## src/rtl/refcounted_region_registration_cache_unit_assert.svh

```systemverilog
// ----------------------------------------------------------------------------
// Assertion macros for the region registration cache.
// Each macro wraps one clocked property, disabled while active-low reset is low.
// ----------------------------------------------------------------------------
`ifndef REFCOUNTED_REGION_REGISTRATION_CACHE_UNIT_ASSERT_SVH
`define REFCOUNTED_REGION_REGISTRATION_CACHE_UNIT_ASSERT_SVH

// Consequent must hold in the same cycle as the antecedent.
`define RRC_ASSERT_IMP(lbl, clk_s, rstn_s, ante, cons, msg) \
  lbl: assert property (@(posedge clk_s) disable iff (!rstn_s) (ante) |-> (cons)) \
    else $error(msg);

// Consequent must hold in the cycle after the antecedent.
`define RRC_ASSERT_NXT(lbl, clk_s, rstn_s, ante, cons, msg) \
  lbl: assert property (@(posedge clk_s) disable iff (!rstn_s) (ante) |=> (cons)) \
    else $error(msg);

`endif

```

## src/rtl/rrc_ram.sv

```systemverilog
// ----------------------------------------------------------------------------
// rrc_ram
// Generic simple dual-port RAM: one write port, one registered read port.
// ----------------------------------------------------------------------------
`default_nettype none

module rrc_ram #(
  parameter int unsigned WIDTH = 8,
  parameter int unsigned DEPTH = 16,
  localparam int unsigned AW = (DEPTH > 1) ? $clog2(DEPTH) : 1
) (
  input  logic             clk,
  input  logic             we,
  input  logic [AW-1:0]    waddr,
  input  logic [WIDTH-1:0] wdata,
  input  logic [AW-1:0]    raddr,
  output logic [WIDTH-1:0] rdata
);

  logic [WIDTH-1:0] mem [DEPTH];

  always_ff @(posedge clk) begin
    if (we) begin
      mem[waddr] <= wdata;
    end
    rdata <= mem[raddr];
  end

endmodule

`default_nettype wire

```

## config.mk

```make
export PLATFORM = sky130hd
export DESIGN_NAME = rrc_ram
export DESIGN_NICKNAME = d
export VERILOG_FILES = /design/src/rtl/refcounted_region_registration_cache_unit_assert.svh /design/src/rtl/rrc_ram.sv
export SDC_FILE = /design/constraint.sdc
export NUM_CORES = 1
export LEC_CHECK = 0
export BUFFER_PORTS_ARGS = -buffer_cell sky130_fd_sc_hd__buf_4
export CAP_MARGIN = 15
export CORE_MARGIN = 2
export CORE_UTILIZATION = 29
export DETAILED_ROUTE_END_ITERATION = 8
export PLACE_DENSITY = 0.47
export SETUP_SLACK_MARGIN = 0.5
export SLEW_MARGIN = 10
export SYNTH_ARGS = -nofsm -noshare
export SYNTH_HDL_FRONTEND = slang
export SYNTH_SLANG_ARGS = --single-unit
```

## constraint.sdc

```tcl
create_clock -name clk -period 2.2 [get_ports clk]
set_input_delay 0.11 -clock clk [delete_from_list [all_inputs] [get_ports clk]]
set_output_delay 0.11 -clock clk [all_outputs]
set_load 0.02 [all_outputs]
```

# After elaboration in Yosys (flattened, before gate mapping)

Memory sizes are Yosys's and may differ from the RTL's. A register that Yosys moved wholly into a read port is not among the register bits.
Index checks and enable logic that the tools add are counted.

Memories: 1
Register bits: 0
RAM bits: 128
Word-level logic and storage cells: 3

Multiplexer cells: 2

Memories:

| name | words | bits a word | read ports | clocked after memory_dff | wr ports | line          | source |
|---|---|---|---|---|---|---|---|
| mem  | 16    | 8           | 1          | 1                        | 1        | rrc_ram.sv:20 | `logic [WIDTH-1:0] mem [DEPTH];` |

Operators with widths:

| cell    | count |
|---|---|
| $mux W1 | 2 |

# Longest topological paths before layout

Word-level depth: 2
Depth in mapped cells: 5
Depth with buffers taken out: 3

# Least setup slack after synthesis

No wires, ideal clock.

Path type: input to register
Start point: input waddr[2]
End point: memory mem[0][0], enable pin
Library setup time: 383 ps
Buffers on the path: 0
Stages on the path: 2
Setup slack: 597 ps
Required time: 1817 ps
Arrival: 1220 ps
Path through: or3b_2 nor3_1

RTL lines:

| item               | line          | source |
|---|---|---|
| start: declaration | rrc_ram.sv:14 | `input logic [AW-1:0] waddr,` |
| end: declaration   | rrc_ram.sv:20 |  |

Straight into the memory's write port.

==> reports/results.md <==
| Quantity | This run |
|:---|:---|
| Setup violators final | 0 |
| Pin count of the biggest net entering global routing | 33 |
| Top cells by count, synth | sky130_fd_sc_hd__edfxtp_1 (128), sky130_fd_sc_hd__mux4_2 (18), sky130_fd_sc_hd__a22oi_1 (16) |
| Post-route cell area | 6223 µm² |
| Number of placed I/O pins | 26 |
| Clk_lat worst skew | 0.41 ns |
| Arrival time at the worst endpoint | 1.67 ns |
| Number of buffers added for setup after CTS | 0 |
| First drt pass iteration count | 4 |
| Final worst hold slack | 0.01968 ns |
| Initial Util | 29.76% |
| Worst Path Buf+Inv | 0 |
| Vias/cell | 4.592 |
| Number of distinct standard cells referenced by the synthesized netlist | 19 |
| Ant diodes | 0 |
| Kind of end point of the critical path | register |
| Total clock buffers created by CTS | 17 |
| Pre-CTS setup slack | 0.4912 ns |
| Horiz. Die Dim | 137.2 µm |
| Synthesized area per cell | 22.48 µm² |
| Post-CTS clock slew at the launch and capture registers of the worst setup and hold paths | 0.06 ns |
| Most area-hungry cell type in the Yosys netlist | sky130_fd_sc_hd__edfxtp_1 |
| Critical path peak fanout | 1 |
| Post-synthesis cell area | 5147 µm² |
| Sum Neg Setup Slack | 0 ns |
| Layout overhead on the synthesized area | 20.90% |
| Via total after detailed routing | 2388 |
| Maximum operating frequency | 723.0 MHz |
| Cell types occupying the most area after synthesis | sky130_fd_sc_hd__edfxtp_1 (75%), sky130_fd_sc_hd__mux4_2 (7.9%), sky130_fd_sc_hd__mux4_1 (7.1%) |
| Placed standard-cell area | 5673 µm² |
| Setup ws final | 0.8169 ns |
| Power density over the cells | 937.9 nW/µm² |
| Cell with the largest stage delay on the worst path | sky130_fd_sc_hd__mux4_1 |
| TritonCTS clock tree | built |
| RSZ-0062 raised after global routing | no |
| Post-detailed-placement half-perimeter wirelength | 6502 µm |
| Maximum vdd drop | 0.6432 mV |
| EDFF count, synth | 128 |
| Count of antenna-violating nets left after detailed routing | 0 |
| Resize count post-CTS | 0 |
| Clock Tree Buf Depth | 2 |
| Number of nets in the layout | 300 |
| Worst clock skew on the final layout | 0.005027 ns |
| Top Family by Delay on Critical Path | multiplexers |
| Max stage delay on crit path | 0.49 ns |
| Number of warnings reported in the yosys synthesis log | 0 |
| Share of synthesized area occupied by flip-flops and latches | 77.78% |
| Global route total overflow | 0 |
| Port buffer count | 25 |
| Class of the tightest hold or removal check | in2reg |
| Final critical-path share of the clock period | 62.87% |
| Routed wire length per instance | 19.90 µm |
| Number of global-route vias before repair | 2605 |
| Type of the setup path with the least slack | reg2reg |
| Synthesized instance count | 229 |
| Final-report hold violation count | 0 |
| Number of antenna violations at the first check in global routing | 0 |
| # clock sinks | 136 |
| Final routed wirelength across all metal layers | 10350 µm |
| All-layer global routing usage | 12.21% |
| Post-synthesis net count | 247 |
| Core area | 17300 µm² |
| Cell with the most instances after synthesis | sky130_fd_sc_hd__edfxtp_1 |
| Die Y-Extent | 137.2 µm |
| Worst endpoint required time | 2.49 ns |
| Fraction of post-synthesis cell area in the top cell type by area | 74.67% |
| Share of flip-flops with an asynchronous set or reset | 0% |
| Startpoint type of the worst setup path | register |
| Final Wtd Congestion | 0.6789 |
| # Max-Cap Violations | 0 |
| Ys flop type | sky130_fd_sc_hd__edfxtp_1 |
| Final Slew Violations | 0 |
| Final Critical Period | 1.383 ns |
| # hold bufs at CTS | 0 |
| Number of remaining DRC errors | 0 |
| Worst-margin pin slew | 0.6708 ns |
| Rel. slew slack | 55.12% |
| Cell chain of the critical path | mux4_1 > a22oi_1 > nand2_1 |
| Root Buffer | sky130_fd_sc_hd__clkbuf_16 |
| Number of H-tree branching levels | 4 |
| Synthesis-stage register bit count | 136 |
| Wire length of the first global-routing pass | 15880 µm |
| Proportion of layout cells with a drive suffix above 1 | 29.49% |
| Number of standard-cell rows in the floorplan | 48 |
| DRT iter0 DRCs | 198 |
| Status | finished clean |
| Die footprint | 18830 µm² |
| Static Leak | 0.002085 µW |
| Fin util | 35.98% |
area by class of cell:
cell class	instances	area (µm²)
Fill cell	1601	11070
Sequential cell	136	4004
Multi-Input combinational cell	83	1057
Clock buffer	28	506.7
Timing Repair Buffer	44	330.3
Tap cell	225	281.5
Clock inverter	4	43.79
per-stage QoR:
step / power, µW / instances
3_3_place_gp: 3271 / 488
5_1_grt: 6054 / 520
2_1_floorplan: 3131 / 229
3_5_place_dp: 3277 / 488
4_1_cts: 5901 / 520
6_report: 5837 / 520
registers in the layout, indices dropped and copies added, names as in the netlist:
signal	count
mem	128
rdata	8
cells by family (layout without fill, tap and decap cells):
kind of cell | count (synthesis) | in the layout | synth area share [%]
AOI/OAI and AO/OA | 16 | 16 | 2.334
buffers and inverters | 10 | 76 | 1.677
DFF | 136 | 136 | 77.78
muxes | 32 | 32 | 15.02
and+or+nand+nor | 35 | 35 | 3.184
path summary, 6_finish.rpt:
kind	from	endpoint	slack, ns	cells after the start
worst min-delay path	wdata[2]	mem[3][2]$_DFFE_PP_	0.02	1
worst min register to register	mem[15][4]$_DFFE_PP_	rdata[4]$_DFF_P_	0.66	3
worst max-delay path	mem[0][2]$_DFFE_PP_	rdata[2]$_DFF_P_	0.82	3
worst max register to register	mem[0][2]$_DFFE_PP_	rdata[2]$_DFF_P_	0.82	3
power by group:
part	internal [µW]	leakage, µW	total (µW)	switching (µW)
Clock	1670	0.000270	2620	956
Sequential	2900	0.00122	2910	14.3
Combinational	131	0.000592	301	170
Total	4700	0.00209	5840	1140
routing by layer:
metal | vias up | wire length [µm] | global-route usage [%] | part of all wire [%]
li1 | 1080 | - | - | -
met1 | 1250 | 4643 | 15.91 | 45
met2 | 48 | 5092 | 19.29 | 49
met3 | 10 | 458 | 3.642 | 4.4
met4 | 0 | 152 | 4.639 | 1.5
met5 | - | 0 | 0 | 0
layout by cell type (no fill, tap or decap), types with 2 or more instances in the layout:
master / n
sky130_fd_sc_hd__nand3b_1: 2
sky130_fd_sc_hd__nor3_1: 4
sky130_fd_sc_hd__edfxtp_1: 128
sky130_fd_sc_hd__clkinv_2: 2
sky130_fd_sc_hd__nor2_1: 13
sky130_fd_sc_hd__clkbuf_1: 7
sky130_fd_sc_hd__mux4_2: 18
sky130_fd_sc_hd__clkbuf_16: 17
sky130_fd_sc_hd__dfxtp_1: 8
sky130_fd_sc_hd__clkbuf_8: 4
sky130_fd_sc_hd__nand2b_1: 2
sky130_fd_sc_hd__nand2_1: 9
sky130_fd_sc_hd__a22oi_1: 16
sky130_fd_sc_hd__mux4_1: 14
sky130_fd_sc_hd__buf_4: 44
Note: power is estimated with default switching activity, not from simulation.
